**config.mk**
```make
export PLATFORM = sky130hd
export DESIGN_NAME = moving_average_filter
export DESIGN_NICKNAME = d
export VERILOG_FILES = /design/src/rtl/maf_pkg.sv /design/src/rtl/maf_ram.sv /design/src/rtl/maf_div.sv /design/src/rtl/moving_average_filter.sv
export VERILOG_INCLUDE_DIRS = /design/src /design/src/rtl
export SDC_FILE = /design/constraint.sdc
export NUM_CORES = 1
export LEC_CHECK = 0
export ABC_AREA = 1
export CAP_MARGIN = 20
export CORE_MARGIN = 4
export CORE_UTILIZATION = 40
export DETAILED_ROUTE_END_ITERATION = 12
export DONT_BUFFER_PORTS = 1
export GPL_ROUTABILITY_DRIVEN = 0
export PLACE_DENSITY = 0.54
export REMOVE_ABC_BUFFERS = 1
export SYNTH_ARGS = -nofsm -noshare
export SYNTH_HDL_FRONTEND = slang
export SYNTH_SLANG_ARGS = --single-unit
export TNS_END_PERCENT = 50
```
**constraint.sdc**
```tcl
create_clock -name clk -period 4.65 [get_ports clk]
set_input_delay 0.2325 -clock clk [delete_from_list [all_inputs] [get_ports clk]]
set_output_delay 0.2325 -clock clk [all_outputs]
set_load 0.02 [all_outputs]
```
**src/rtl/moving_average_filter_assert.svh**
```systemverilog
// ----------------------------------------------------------------------------
// moving_average_filter assertion macros
// Concurrent assertion wrappers, empty when SYNTH is defined.
// ----------------------------------------------------------------------------
`ifndef MOVING_AVERAGE_FILTER_ASSERT_SVH
`define MOVING_AVERAGE_FILTER_ASSERT_SVH

`ifndef SYNTH
// holds at every edge outside reset
`define MAF_ASSERT(lbl, clk, rst_n, prop) \
  lbl: assert property (@(posedge clk) disable iff (!rst_n) (prop)) \
    else $error("assertion failed");
// antecedent implies consequent in the following cycle
`define MAF_ASSERT_NEXT(lbl, clk, rst_n, ante, cons) \
  lbl: assert property (@(posedge clk) disable iff (!rst_n) (ante) |=> (cons)) \
    else $error("assertion failed");
`else
`define MAF_ASSERT(lbl, clk, rst_n, prop)
`define MAF_ASSERT_NEXT(lbl, clk, rst_n, ante, cons)
`endif

`endif

```
**src/rtl/maf_pkg.sv**
```systemverilog
// ----------------------------------------------------------------------------
// maf_pkg
// Shared types and constants of the moving average filter.
// ----------------------------------------------------------------------------
`default_nettype none

package maf_pkg;

  localparam int CFG_LEN_BITS = 7;

  typedef struct packed {
    logic busy;
    logic done;
  } div_status_t;

endpackage

`default_nettype wire

```
**src/rtl/maf_ram.sv**
```systemverilog
// ----------------------------------------------------------------------------
// maf_ram
// Generic single-write, single-read RAM with registered read data.
// ----------------------------------------------------------------------------
`default_nettype none

module maf_ram #(
  parameter int WIDTH = 16,
  parameter int DEPTH = 64
) (
  input  wire logic                     clk,
  input  wire logic                     we,
  input  wire logic [$clog2(DEPTH)-1:0] waddr,
  input  wire logic [WIDTH-1:0]         wdata,
  input  wire logic                     re,
  input  wire logic [$clog2(DEPTH)-1:0] raddr,
  output logic      [WIDTH-1:0]         rdata
);

  logic [WIDTH-1:0] mem_r [DEPTH];

  always_ff @(posedge clk) begin
    if (we) begin
      mem_r[waddr] <= wdata;
    end
    if (re) begin
      rdata <= mem_r[raddr];
    end
  end

endmodule

`default_nettype wire

```
**src/rtl/maf_div.sv**
```systemverilog
// ----------------------------------------------------------------------------
// maf_div
// Bit-serial restoring divider: one quotient bit per cycle, dividend shifted
// out of a shift register MSB first.
// ----------------------------------------------------------------------------
`default_nettype none
`include "moving_average_filter_assert.svh"

module maf_div
  import maf_pkg::*;
#(
  parameter int N_BITS = 22,
  parameter int D_BITS = 7
) (
  input  wire logic              clk,
  input  wire logic              rst_n,
  input  wire logic              start,
  input  wire logic [N_BITS-1:0] dividend,
  input  wire logic [D_BITS-1:0] divisor,
  output div_status_t            status,
  output logic      [N_BITS-1:0] quotient
);

  localparam int CW = $clog2(N_BITS + 1);

  logic [D_BITS-1:0] rem_r, rem_nxt;
  logic [N_BITS-1:0] quo_r, quo_nxt;
  logic [D_BITS-1:0] div_r, div_nxt;
  logic [CW-1:0]     cnt_r, cnt_nxt;
  logic              busy_r, busy_nxt;
  logic              done_r, done_nxt;
  logic [D_BITS:0]   trial;
  logic [D_BITS:0]   diff;

  assign trial = {rem_r, quo_r[N_BITS-1]};
  assign diff  = trial - {1'b0, div_r};

  always_comb begin
    rem_nxt  = rem_r;
    quo_nxt  = quo_r;
    div_nxt  = div_r;
    cnt_nxt  = cnt_r;
    busy_nxt = busy_r;
    done_nxt = 1'b0;
    if (start) begin
      rem_nxt  = '0;
      quo_nxt  = dividend;
      div_nxt  = divisor;
      cnt_nxt  = CW'(N_BITS);
      busy_nxt = 1'b1;
    end else if (busy_r) begin
      if (trial >= {1'b0, div_r}) begin
        rem_nxt = diff[D_BITS-1:0];
        quo_nxt = {quo_r[N_BITS-2:0], 1'b1};
      end else begin
        rem_nxt = trial[D_BITS-1:0];
        quo_nxt = {quo_r[N_BITS-2:0], 1'b0};
      end
      cnt_nxt = cnt_r - CW'(1);
      if (cnt_r == CW'(1)) begin
        busy_nxt = 1'b0;
        done_nxt = 1'b1;
      end
    end
  end

  always_ff @(posedge clk) begin
    if (!rst_n) begin
      cnt_r  <= '0;
      busy_r <= 1'b0;
      done_r <= 1'b0;
    end else begin
      cnt_r  <= cnt_nxt;
      busy_r <= busy_nxt;
      done_r <= done_nxt;
    end
    rem_r <= rem_nxt;
    quo_r <= quo_nxt;
    div_r <= div_nxt;
  end

  assign status.busy = busy_r;
  assign status.done = done_r;
  assign quotient    = quo_r;

  `MAF_ASSERT(a_busy_cnt, clk, rst_n, !busy_r || (cnt_r != '0))
  `MAF_ASSERT(a_done_idle, clk, rst_n, !done_r || !busy_r)
  `MAF_ASSERT(a_rem_bound, clk, rst_n, !busy_r || start || (rem_r < div_r))

endmodule

`default_nettype wire

```
**src/rtl/moving_average_filter.sv**
```systemverilog
// ----------------------------------------------------------------------------
// moving_average_filter
// Boxcar moving average: running sum over a sample ring, serial divide.
// ----------------------------------------------------------------------------
// Usage:
//   Input channel in_valid/in_ready/in_sample carries one signed sample per
//   transfer; output channel out_valid/out_ready/out_average returns one
//   average per sample, in order. cfg_we/cfg_wdata sets the window length
//   (0 reads as 1, values above MAX_WINDOW saturate) and restarts the filter
//   from an empty window; write it only while the block is idle.
//   Flow: the leaving sample is read from the ring RAM as the sample is
//   accepted; ST_SUM updates the running sum and starts the bit-serial
//   divider over SUM_BITS quotient bits (SUM_BITS = SAMPLE_BITS +
//   clog2(MAX_WINDOW)); ST_DIV then registers the result and ST_OUT hands
//   it to the output register, after which the next sample can be taken.
//   Reset: window length 8, empty window (missing samples count as zero);
//   the ring is tracked by a fill count, so there is no clearing pass.
//   Stall: the result sits in the output register until transferred; a new
//   sample is taken meanwhile, but its result waits for the register.
// ----------------------------------------------------------------------------
`default_nettype none
`include "moving_average_filter_assert.svh"

module moving_average_filter
  import maf_pkg::*;
#(
  parameter int MAX_WINDOW  = 64,
  parameter int SAMPLE_BITS = 16
) (
  input  wire logic                    clk,
  input  wire logic                    rst_n,
  input  wire logic                    in_valid,
  output logic                         in_ready,
  input  wire logic [SAMPLE_BITS-1:0]  in_sample,
  output logic                         out_valid,
  input  wire logic                    out_ready,
  output logic      [SAMPLE_BITS-1:0]  out_average,
  input  wire logic                    cfg_we,
  input  wire logic [CFG_LEN_BITS-1:0] cfg_wdata
);

  localparam int AW         = $clog2(MAX_WINDOW);
  localparam int LEN_BITS   = $clog2(MAX_WINDOW + 1);
  localparam int SUM_BITS   = SAMPLE_BITS + AW;
  localparam int RESET_LEN  = (MAX_WINDOW < 8) ? MAX_WINDOW : 8;

  typedef enum logic [1:0] {
    ST_IDLE,
    ST_SUM,
    ST_DIV,
    ST_OUT
  } state_t;

  state_t                   state_r, state_nxt;
  logic [LEN_BITS-1:0]      len_r, len_nxt;
  logic [LEN_BITS-1:0]      fill_r, fill_nxt;
  logic [AW-1:0]            wp_r, wp_nxt;
  logic [SUM_BITS-1:0]      sum_r, sum_nxt;
  logic [SAMPLE_BITS-1:0]   sample_r, sample_nxt;
  logic                     neg_r, neg_nxt;
  logic [SAMPLE_BITS-1:0]   result_r, result_nxt;
  logic                     out_valid_r, out_valid_nxt;
  logic [SAMPLE_BITS-1:0]   out_average_r, out_average_nxt;

  logic                     accept;
  logic [31:0]              cfg_ext;
  logic [LEN_BITS-1:0]      cfg_len;
  logic [LEN_BITS-1:0]      wp_ext;
  logic [AW-1:0]            oldest;
  logic [SAMPLE_BITS-1:0]   ram_rdata;
  logic [SAMPLE_BITS-1:0]   old_sample;
  logic [SUM_BITS-1:0]      new_sum;
  logic [SUM_BITS-1:0]      sum_mag;
  logic                     div_start;
  div_status_t              div_st;
  logic [SUM_BITS-1:0]      quotient;
  logic [SUM_BITS-1:0]      quo_signed;

  assign accept = in_valid && in_ready;

  assign cfg_ext = 32'(cfg_wdata);
  always_comb begin
    if (cfg_wdata == '0) begin
      cfg_len = LEN_BITS'(1);
    end else if (cfg_ext > 32'(MAX_WINDOW)) begin
      cfg_len = LEN_BITS'(MAX_WINDOW);
    end else begin
      cfg_len = LEN_BITS'(cfg_ext);
    end
  end

  // ring slot of the sample leaving the window
  assign wp_ext = LEN_BITS'(wp_r);
  always_comb begin
    if (wp_ext >= len_r) begin
      oldest = AW'(wp_ext - len_r);
    end else begin
      oldest = AW'(wp_ext + LEN_BITS'(MAX_WINDOW) - len_r);
    end
  end

  // slot never written since the last clear reads as zero
  assign old_sample = (fill_r >= len_r) ? ram_rdata : '0;
  assign new_sum = sum_r
                 + {{AW{sample_r[SAMPLE_BITS-1]}}, sample_r}
                 - {{AW{old_sample[SAMPLE_BITS-1]}}, old_sample};
  assign sum_mag    = new_sum[SUM_BITS-1] ? (SUM_BITS'(0) - new_sum) : new_sum;
  assign div_start  = (state_r == ST_SUM);
  assign quo_signed = neg_r ? (SUM_BITS'(0) - quotient) : quotient;

  maf_ram #(
    .WIDTH (SAMPLE_BITS),
    .DEPTH (MAX_WINDOW)
  ) u_ring (
    .clk   (clk),
    .we    (state_r == ST_SUM),
    .waddr (wp_r),
    .wdata (sample_r),
    .re    (accept),
    .raddr (oldest),
    .rdata (ram_rdata)
  );

  maf_div #(
    .N_BITS (SUM_BITS),
    .D_BITS (LEN_BITS)
  ) u_div (
    .clk      (clk),
    .rst_n    (rst_n),
    .start    (div_start),
    .dividend (sum_mag),
    .divisor  (len_r),
    .status   (div_st),
    .quotient (quotient)
  );

  always_comb begin
    state_nxt       = state_r;
    len_nxt         = len_r;
    fill_nxt        = fill_r;
    wp_nxt          = wp_r;
    sum_nxt         = sum_r;
    sample_nxt      = sample_r;
    neg_nxt         = neg_r;
    result_nxt      = result_r;
    out_valid_nxt   = out_valid_r;
    out_average_nxt = out_average_r;

    if (out_valid_r && out_ready) begin
      out_valid_nxt = 1'b0;
    end

    case (state_r)
      ST_IDLE: begin
        if (accept) begin
          sample_nxt = in_sample;
          state_nxt  = ST_SUM;
        end
      end
      ST_SUM: begin
        sum_nxt = new_sum;
        neg_nxt = new_sum[SUM_BITS-1];
        if (wp_ext == LEN_BITS'(MAX_WINDOW - 1)) begin
          wp_nxt = '0;
        end else begin
          wp_nxt = wp_r + AW'(1);
        end
        if (fill_r != LEN_BITS'(MAX_WINDOW)) begin
          fill_nxt = fill_r + LEN_BITS'(1);
        end
        state_nxt = ST_DIV;
      end
      ST_DIV: begin
        if (div_st.done) begin
          result_nxt = quo_signed[SAMPLE_BITS-1:0];
          state_nxt  = ST_OUT;
        end
      end
      ST_OUT: begin
        if (!out_valid_r || out_ready) begin
          out_valid_nxt   = 1'b1;
          out_average_nxt = result_r;
          state_nxt       = ST_IDLE;
        end
      end
      default: begin
        state_nxt = ST_IDLE;
      end
    endcase

    if (cfg_we) begin
      len_nxt  = cfg_len;
      fill_nxt = '0;
      wp_nxt   = '0;
      sum_nxt  = '0;
    end
  end

  always_ff @(posedge clk) begin
    if (!rst_n) begin
      state_r     <= ST_IDLE;
      len_r       <= LEN_BITS'(RESET_LEN);
      fill_r      <= '0;
      wp_r        <= '0;
      sum_r       <= '0;
      out_valid_r <= 1'b0;
    end else begin
      state_r     <= state_nxt;
      len_r       <= len_nxt;
      fill_r      <= fill_nxt;
      wp_r        <= wp_nxt;
      sum_r       <= sum_nxt;
      out_valid_r <= out_valid_nxt;
    end
    sample_r      <= sample_nxt;
    neg_r         <= neg_nxt;
    result_r      <= result_nxt;
    out_average_r <= out_average_nxt;
  end

  assign in_ready    = (state_r == ST_IDLE);
  assign out_valid   = out_valid_r;
  assign out_average = out_average_r;

  `MAF_ASSERT(a_len_range, clk, rst_n, (len_r != '0) && (len_r <= LEN_BITS'(MAX_WINDOW)))
  `MAF_ASSERT(a_fill_range, clk, rst_n, fill_r <= LEN_BITS'(MAX_WINDOW))
  `MAF_ASSERT(a_div_done_state, clk, rst_n, !div_st.done || (state_r == ST_DIV))
  `MAF_ASSERT_NEXT(a_sum_to_div, clk, rst_n, state_r == ST_SUM, div_st.busy)

endmodule

`default_nettype wire

```
# After elaboration in Yosys (flattened, before gate mapping)
# Memory sizes are Yosys's and may differ from the RTL's. A register that Yosys moved wholly into a read port is not among the register bits.
# Index checks and enable logic that the tools add are counted.
[op_classes]
n_reduce_logical = 15
magnitude_cmp = 4
n_addsub = 11
eq_ne = 9
bitwise = 2
n_mux = 26
[ops]
columns = ["operator", "n"]
rows = [
  ["$mux W22", 3],
  ["$mux W16", 2],
  ["$add A22 B22 Y22", 1],
  ["$sub A1 B22 Y22 const A", 1],
  ["$sub A22 B22 Y22", 1],
  ["$mux W7", 3],
  ["$sub A1 B16 Y16 const A", 1],
  ["$add A6 B1 Y6 const B", 2],
  ["$mux W6", 2],
  ["$sub A6 B6 Y6", 2],
  ["$mux W1", 10],
  ["$mux W5", 2],
  ["$ge A8 B7 Y1", 1],
  ["$pmux W2 S4", 1],
  ["$reduce_and A2 Y1", 4],
  ["$add A7 B1 Y7 const B", 1],
  ["$ge A6 B7 Y1", 1],
  ["$ge A7 B7 Y1", 1],
  ["$gt A7 B7 Y1 const B", 1],
  ["$logic_not A7 Y1", 1],
  ["$ne A7 B7 Y1 const B", 1],
  ["$sub A7 B7 Y7", 1],
  ["$eq A6 B6 Y1 const B", 1],
  ["$mux W2", 3],
  ["15 further kinds", 20],
]
[word_totals]
ramBits = 1024
ff_bits = 137
mem_count = 1
in_bits = 28
[memory_table]
columns = ["name", "depth", "word_bits", "rd", "rd_clocked_by_memory_dff", "wr", "line", "rtl"]
rows = [
  ["u_ring.mem_r", 64, 16, 1, 1, 1, "maf_ram.sv:20", "logic [WIDTH-1:0] mem_r [DEPTH];"],
]

# Logic depth before layout (Yosys ltp)
# Gate-level depths: netlist (run 1).
[logic_depth]
word_depth = 6
mapped_depth = 28
ltp_nobuf = 28

# Cells and area by module
# Synthesis (run 1) repeated with hierarchy kept, for this count alone.
[unflattened]
cells_unflattened = 4704
hier_area_um2 = 51370.5
[by_module_without_submodules]
columns = ["module", "instances", "cells_per_inst", "seq_area_each_um2", "area_per_inst_um2"]
rows = [
  ["maf_ram", 1, 3517, 31230.0, 42259.3],
  ["moving_average_filter", 1, 925, 2372.3, 6882.9],
  ["maf_div", 1, 262, 1151.1, 2228.4],
]

# Worst setup path before layout (run 1)
# OpenSTA, ideal clock, no wires.
[synth_path]
path_kind = "flip-flop to flip-flop"
start = "register sample_r[15]"
end = "register u_div.quo_r[8] (netlist: u_div.quotient[8]), data pin"
stages_incl_launch_ff = 16
path_slack_ns = 0.775
synth_period_minus_slack_ns = 3.875
required_time_ns = 4.394
arrival_ns = 3.619
path_cell_list = "edfxtp_1 inv_1 fa_1 inv_1 ha_1 a21oi_1 o21ai_0 a21oi_1 nand2_2 inv_1 nand2_1 nand2_4 nand2_4 or2_4 nand2_1 o21ai_2"
[synth_via]
elab_chain_len = 4
[synth_lines]
columns = ["item", "line", "rtl"]
rows = [
  ["start, declared", "moving_average_filter.sv:59", "logic [SAMPLE_BITS-1:0] sample_r, sample_nxt;"],
  ["start signal, assigned", "moving_average_filter.sv:215", "sample_r <= sample_nxt;"],
  ["$add A22 B22 Y22", "moving_average_filter.sv:105", "+ {{AW{sample_r[SAMPLE_BITS-1]}}, sample_r}"],
  ["$sub A22 B22 Y22", "moving_average_filter.sv:106", "- {{AW{old_sample[SAMPLE_BITS-1]}}, old_sample};"],
  ["$mux W22", "moving_average_filter.sv:107", "assign sum_mag = new_sum[SUM_BITS-1] ? (SUM_BITS'(0) - new_sum) : new_sum;"],
  ["$mux W22", "maf_div.sv:45", "if (start) begin"],
  ["named net u_div.quo_nxt[8]", "maf_div.sv:27", "logic [N_BITS-1:0] quo_r, quo_nxt;"],
  ["end signal, assigned", "maf_div.sv:78", "quo_r <= quo_nxt;"],
  ["end, declared", "maf_div.sv:27", ""],
]
# The timed path passes the listed nets, and every way through them passes these cells.
# A chain may end at the register's enable or synchronous reset.

# Worst setup path in the final report (run 1)
[layout_path]
start = "register len_r[2]"
end = "register u_div.quo_r[19] (netlist: u_div.quotient[19]), data pin"
[layout_via]
elab_chain_len = 6
[layout_lines]
columns = ["item", "line", "rtl"]
rows = [
  ["start, declared", "moving_average_filter.sv:55", "logic [LEN_BITS-1:0] len_r, len_nxt;"],
  ["start signal, assigned", "moving_average_filter.sv:202", "len_r <= LEN_BITS'(RESET_LEN);"],
  ["start signal, assigned", "moving_average_filter.sv:209", "len_r <= len_nxt;"],
  ["$ge A7 B7 Y1 *", "moving_average_filter.sv:103", "assign old_sample = (fill_r >= len_r) ? ram_rdata : '0;"],
  ["$mux W16 *", "moving_average_filter.sv:103", ""],
  ["$sub A22 B22 Y22 *", "moving_average_filter.sv:106", ""],
  ["$sub A1 B22 Y22", "moving_average_filter.sv:107", ""],
  ["$mux W22 *", "moving_average_filter.sv:107", ""],
  ["$mux W22 *", "maf_div.sv:45", ""],
  ["named net u_div.quo_nxt[19]", "maf_div.sv:27", ""],
]
# The timed path passes the listed nets; every way through them passes the cells marked *.

==> results of run 1 <==
## stage by stage
stage                     area, um2  power [mW]  hold slack [ns]  setup WS (ns)  utilization
after floorplan               48600        17.9            0.331         -13.49            -
after global placement        52200        20.5            0.331          0.401        0.422
after detailed placement      52200        20.6            0.331          0.354        0.422
after CTS                     56300        29.9           0.0101          0.333        0.455
after global routing          56300        31.2           0.0714         0.0172        0.455
final                         56300        29.7           0.0711          0.470        0.455
## final timing paths
kind	endpoint	slack, ns	depth (start not counted)
setup reg to reg	u_div.quotient[19]	0.47	21
hold reg to reg	out_average[11]	0.42	0
hold / removal	sample_r[0]	0.07	3
setup / recovery	u_div.quotient[19]	0.47	21
## layer usage
metal  vias to the layer above  track usage
met5                         -            0
met4                         0       0.0657
met3                       204       0.0293
met2                       952        0.326
met1                     16230        0.299
li1                      15220            -
## state kept, by name, indices dropped and copies added, names as in the netlist, 5 cells and up
register and flops:
fill_r 7, len_r 7, out_average 16, result_r 16, sample_r 16, sum_r 22, u_div.cnt_r 5, u_div.div_r 7
u_div.quotient 22, u_div.rem_r 7, u_ring.mem_r 1024, u_ring.rdata 16, wp_r 6
## report_power, final
part	internal, mW	switching, mW
sequential	12.6	0.272
clock	5.21	4.07
combinational	2.08	5.44
total	19.9	9.77
## layout make-up
cell class	instances	share of cell area
Inverter	276	0.0186
Clock buffer	149	0.0551
Timing Repair Buffer	190	0.0309
Clock inverter	72	0.0110
Sequential cell	1177	0.617
Multi-Input combinational cell	2488	0.231
Tap cell	1637	0.0364
## worst min-delay path, stage by stage
cell	delay, ns
nand2_1	0.04
inv_1	0.04
buf_4	0.26
## kinds of logic (layout without fill, tap and decap cells)
kind of cell             after synthesis  in the layout  synth area share
flip-flops                          1177           1177             0.699
AND/OR/NAND/NOR                     1363           1363             0.112
adder cells (fa/ha/maj)               75             75            0.0224
AO/OA/AOI/OAI                       1023           1023             0.120
buffers and inverters                518            687            0.0423
XOR/XNOR                              27             27           0.00476
## timing repair
| item | in CTS | in global routing |
|---|---|---|
| hold endpoints to repair | 63 | 0 |
| endpoints found under the setup margin | 0 | 13 |
| resized for setup | 0 | 2 |
| hold buffers | 35 | 0 |
## cells in the mapped netlist (3+ instances only)
cell | instances | area, um2
a21oi_1 | 89 | 445
a22oi_1 | 14 | 105
a31oi_1 | 46 | 288
and2_1 | 3 | 18.8
buf_1 | 17 | 63.8
buf_2 | 60 | 300
buf_4 | 18 | 135
clkbuf_1 | 144 | 541
dfxtp_1 | 59 | 1180
edfxtp_1 | 1118 | 33600
fa_1 | 23 | 460
ha_1 | 52 | 651
inv_1 | 262 | 983
inv_2 | 12 | 45.0
nand2_1 | 354 | 1330
nand2_2 | 9 | 56.3
nand2_4 | 3 | 33.8
nand3_1 | 152 | 761
nand3_2 | 5 | 50.1
nand3b_1 | 3 | 22.5
nand4_1 | 18 | 113
nor2_1 | 773 | 2900
nor2_2 | 4 | 25.0
nor3_1 | 25 | 125
nor4_1 | 6 | 37.5
o211ai_1 | 135 | 1010
o21ai_0 | 567 | 2840
o21ai_1 | 19 | 95.1
o221ai_1 | 76 | 666
o22ai_1 | 63 | 394
o31ai_1 | 5 | 37.5
or2_2 | 3 | 18.8
xor2_1 | 26 | 228
==> impl_metrics.yaml, run 1 <==
drt:
  post_drt_via_cell_ratio: 5.44
  drcViolationCount: 0
  wl_met2_mm: 63.1
  top_layer_used: "met4"
  drt_iter0_markers: 2951
  wl_met3_mm: 7.74
  postRouteAntennaNets: 0
  m1WireLength_mm: 62.3
  finalWirelength_mm: 138
  post_drt_wl_per_cell_um: 23.0
  dr.pass1.iters: 5
  vias: 32606
worst_setup_path:
  required_ns: 5.13
  cp-startpoint: "len_r[2]"
  path_max_fanout: 17
  path_class: "reg2reg"
  regToRegStartpoint: "len_r[2]"
  crit_chain: "inv_1, ha_1, a21oi_1, o21ai_0, nand2_1, nand3_4, nand2_1, inv_1, fa_1, inv_1, ha_1, nand2_1, nor2_1, nand3_1, nand4_1, nand2_1, nor2_1, nand2_1, nand3b_1, nand3b_1, nand2_1"
  cp_slowest_stage_delay_ns: 0.47
  crit_buf_inv: 3
  cpMostUsedCell: "nand2_1"
  cp-start-kind: "flip-flop"
  crit_family: "simple AND/OR/NAND/NOR gates"
  cp-end-kind: "flip-flop"
  worst_path_max_delay_cell: "fa_1"
  worstPathArrival_ns: 4.66
floorplan:
  row_count: 129
  floorplan.initialDensity: 0.402
  die-area_um2: 130000
  ios: 46
  core_area_um2: 124000
  dieWidth_um: 361
  die_h_um: 361
cts:
  post-cts-setup-buffer-count: 0
  clk_latency_ns: 0.74
  tritoncts: "done"
  root_buffer: "clkbuf_16"
  cts-htree-levels: 3
  cts.sinks: 1177
  path_clk_slew_ns: 0.06
  cts_buffers: 119
  clock_path_buffers: 3
timing:
  rsz0062_at_grt: "no"
  setup_tns_ns: 0
  finalMaxSlewViolations: 0
  finalHoldViolations: 0
  finClkSkew_ns: 0.0273
  worstMarginPinSlew_ns: 1.08
  max_freq_mhz: 239
  slew_headroom: 0.281
  setup_viol: 0
  fin_crit_ns: 4.18
  fin_crit_sh: 0.899
yosys:
  yosysWarnings: 0
  synth_ff_type: "edfxtp_1"
  async_flop_share: 0
  synth_cell_types: 48
  avgSynthCellArea_um2: 11.9
  synth_cells: 4183
  synthesis.area_um2: 49700
  synth-edff-count: 1118
  synth_seq_area_share: 0.699
  ys_seq_elements: 1177
worst_hold_path:
  hold_class: "in2reg"
  hp-start: "in_valid"
global_route:
  grt_pass1_vias: 31477
  antenna_found_initial: 1
  grt_pass1_wl_mm: 205
  overflow: 0
  track_usage: 0.207
  grt_max_degree: 150
placement:
  port_buffers: 0
  dp_hpwl_mm: 80.1
  placed_cells: 5733
final_layout:
  drive_gt1_frac: 0.0875
  final_common_cell: "edfxtp_1"
  n_fill_cell: 11316
  regArea_um2: 34800
  layout_common_cells: "1118 x edfxtp_1, 772 x nor2_1, 567 x o21ai_0"
  multiInputGateArea_um2: 13000
  syn2layout_area_growth_pct: 13.3
  final_nets: 4355
  stdcell_count: 5989
  n_antenna_cell: 0
power:
  vdd.ir_drop.worst_mv: 0.477
  power_leakage_nw: 19.0
  cellPowerDensity_nw_per_um2: 527
run:
  drv_cap: 0
run_status:
  status: "complete, no violations"
Power figures use the tool's default switching activity.
==> run 2: changes to the inputs <==
--- a/config.mk
+++ b/config.mk
@@ -8,14 +8,15 @@
 export LEC_CHECK = 0
 export ABC_AREA = 1
 export CAP_MARGIN = 20
-export CORE_MARGIN = 4
-export CORE_UTILIZATION = 40
+export CORE_MARGIN = 2
+export CORE_UTILIZATION = 36
 export DETAILED_ROUTE_END_ITERATION = 12
 export DONT_BUFFER_PORTS = 1
 export GPL_ROUTABILITY_DRIVEN = 0
-export PLACE_DENSITY = 0.54
+export PLACE_DENSITY = 0.5
 export REMOVE_ABC_BUFFERS = 1
 export SYNTH_ARGS = -nofsm -noshare
 export SYNTH_HDL_FRONTEND = slang
+export SYNTH_HIERARCHICAL = 1
 export SYNTH_SLANG_ARGS = --single-unit
 export TNS_END_PERCENT = 50
==> impl_metrics.yaml, run 2 <==
floorplan:
  ios: 46
  floorplan.initialDensity: 0.363
  die_h_um: 382
  dieWidth_um: 382
  row_count: 138
  die-area_um2: 146000
  core_area_um2: 142000
drt:
  post_drt_via_cell_ratio: 5.02
  finalWirelength_mm: 143
  postRouteAntennaNets: 0
  drcViolationCount: 0
  vias: 33960
  post_drt_wl_per_cell_um: 21.2
  dr.pass1.iters: 6
  drt_iter0_markers: 2869
timing:
  max_freq_mhz: 236
  rsz0062_at_grt: "no"
  setup_tns_ns: 0
  fin_crit_ns: 4.24
  setup_viol: 0
  finClkSkew_ns: 0.0247
  fin_crit_sh: 0.913
  worst_slack_ns: 0.405
  finalHoldViolations: 0
  slew_headroom: 0.216
  finalMaxSlewViolations: 0
  worstMarginPinSlew_ns: 1.17
worst_setup_path:
  cp_slowest_stage_delay_ns: 0.51
  path_class: "reg2reg"
  required_ns: 5.15
  cp-end-kind: "flip-flop"
  regToRegStartpoint: "len_r[2]"
  worstReg2RegEnd: "u_div/quotient[14]"
  worstPathArrival_ns: 4.74
  worst_path_max_delay_cell: "fa_1"
  cp-start-kind: "flip-flop"
  ff2ff_setup_slack_ns: 0.41
  path_max_fanout: 17
  crit_end: "u_div/quotient[14]"
  r2r_cells: 29
  cp-startpoint: "len_r[2]"
run:
  drv_cap: 0
global_route:
  grt_pass1_vias: 32496
  grt_max_degree: 150
  track_usage: 0.195
  overflow: 0
  grt_pass1_wl_mm: 214
  antenna_found_initial: 1
cts:
  cts-htree-levels: 4
  cts.sinks: 1177
  clk_latency_ns: 0.77
  post-cts-setup-buffer-count: 0
  path_clk_slew_ns: 0.06
  clock_path_buffers: 3
  cts_buffers: 131
  tritoncts: "done"
  root_buffer: "clkbuf_16"
run_status:
  status: "complete, no violations"
final_layout:
  final_common_cell: "nand2_1"
  regArea_um2: 34800
  largest_reg_flops: 1024
  final_nets: 4867
  n_fill_cell: 13578
  n_antenna_cell: 0
  regMostFlops: "u_ring/mem_r"
  layout_common_cells: "1614 x nand2_1, 1118 x edfxtp_1, 922 x nand3_1"
  multiInputGateArea_um2: 14200
  syn2layout_area_growth_pct: 13.3
  stdcell_area_um2: 58200
  drive_gt1_frac: 0.0815
power:
  power_leakage_nw: 21.9
  vdd.ir_drop.worst_mv: 0.343
  cellPowerDensity_nw_per_um2: 561
yosys:
  synth_cells: 4703
  avgSynthCellArea_um2: 10.9
  yosysWarnings: 6
  synthesis.area_um2: 51400
placement:
  pre_cts_slack_ns: 0.400
  placed_area_um2: 53600
  dp_hpwl_mm: 81.7
  port_buffers: 0
worst_hold_path:
  hold_class: "in2reg"
  hp-start: "in_valid"
==> run 2: repair_timing <==
item                                    in CTS  in global routing
resized for setup                            0                  3
endpoints found under the setup margin       0                  6
hold buffers                                32                  0
endpoints found under the hold margin       67                  0
==> run 2: critical path: cells and delay by family (launching register included) <==
kind                       cells  cell delay (ns)
adders and majority gates      5             1.43
xor gates and xnor gates       1             0.16
AOI/OAI and AO/OA              2             0.25
buffers and inverters          8             0.63
and+or+nand+nor               13             1.17
DFF                            1             0.32
==> run 2: worst min path at each step <==
stage                             endpoint  slack (ns)  cells past startpoint
final                     u_ring/rdata[15]        0.09                      3
after global routing          sample_r[12]        0.08                      1
after CTS                      sample_r[8]        0.04                      1
after detailed placement      sample_r[12]        0.33                      0
after global placement        sample_r[10]        0.33                      0
after floorplan                   len_r[3]        0.33                      1
==> run 2: metal layers <==
metal	global-route usage	vias up	wire (um)
li1	-	16253	-
met1	0.274	16722	65000
met2	0.314	806	67600
met3	0.0268	177	7100
met4	0.0598	2	3570
met5	0	-	11
==> run 2: area by class of cell <==
type / instances / share of cell area
timing repair buffer: 170 / 0.0282
clock buffer: 164 / 0.0612
tap: 1890 / 0.0406
inverter: 281 / 0.0190
sequential: 1177 / 0.597
multi-input combinational: 3003 / 0.243
clock inverter: 76 / 0.0103
==> run 2: through the flow <==
| step | power, mW | utilization | hold WS, ns | cells |
|---|---|---|---|---|
| after floorplan | 19.6 | - | 0.331 | 4460 |
| after global placement | 22.7 | 0.379 | 0.331 | 6487 |
| after detailed placement | 22.7 | 0.379 | 0.331 | 6487 |
| after CTS | 32.9 | 0.411 | 0.0447 | 6759 |
| after global routing | 34.4 | 0.411 | 0.0769 | 6761 |
| final | 32.6 | 0.411 | 0.0906 | 6761 |
==> run 2: power breakdown <==
part           total [mW]  switching, mW  internal, mW
Combinational        9.59           6.92          2.68
Clock                10.1           4.27          5.82
Sequential           12.9          0.313          12.6
Total                32.6           11.5          21.1
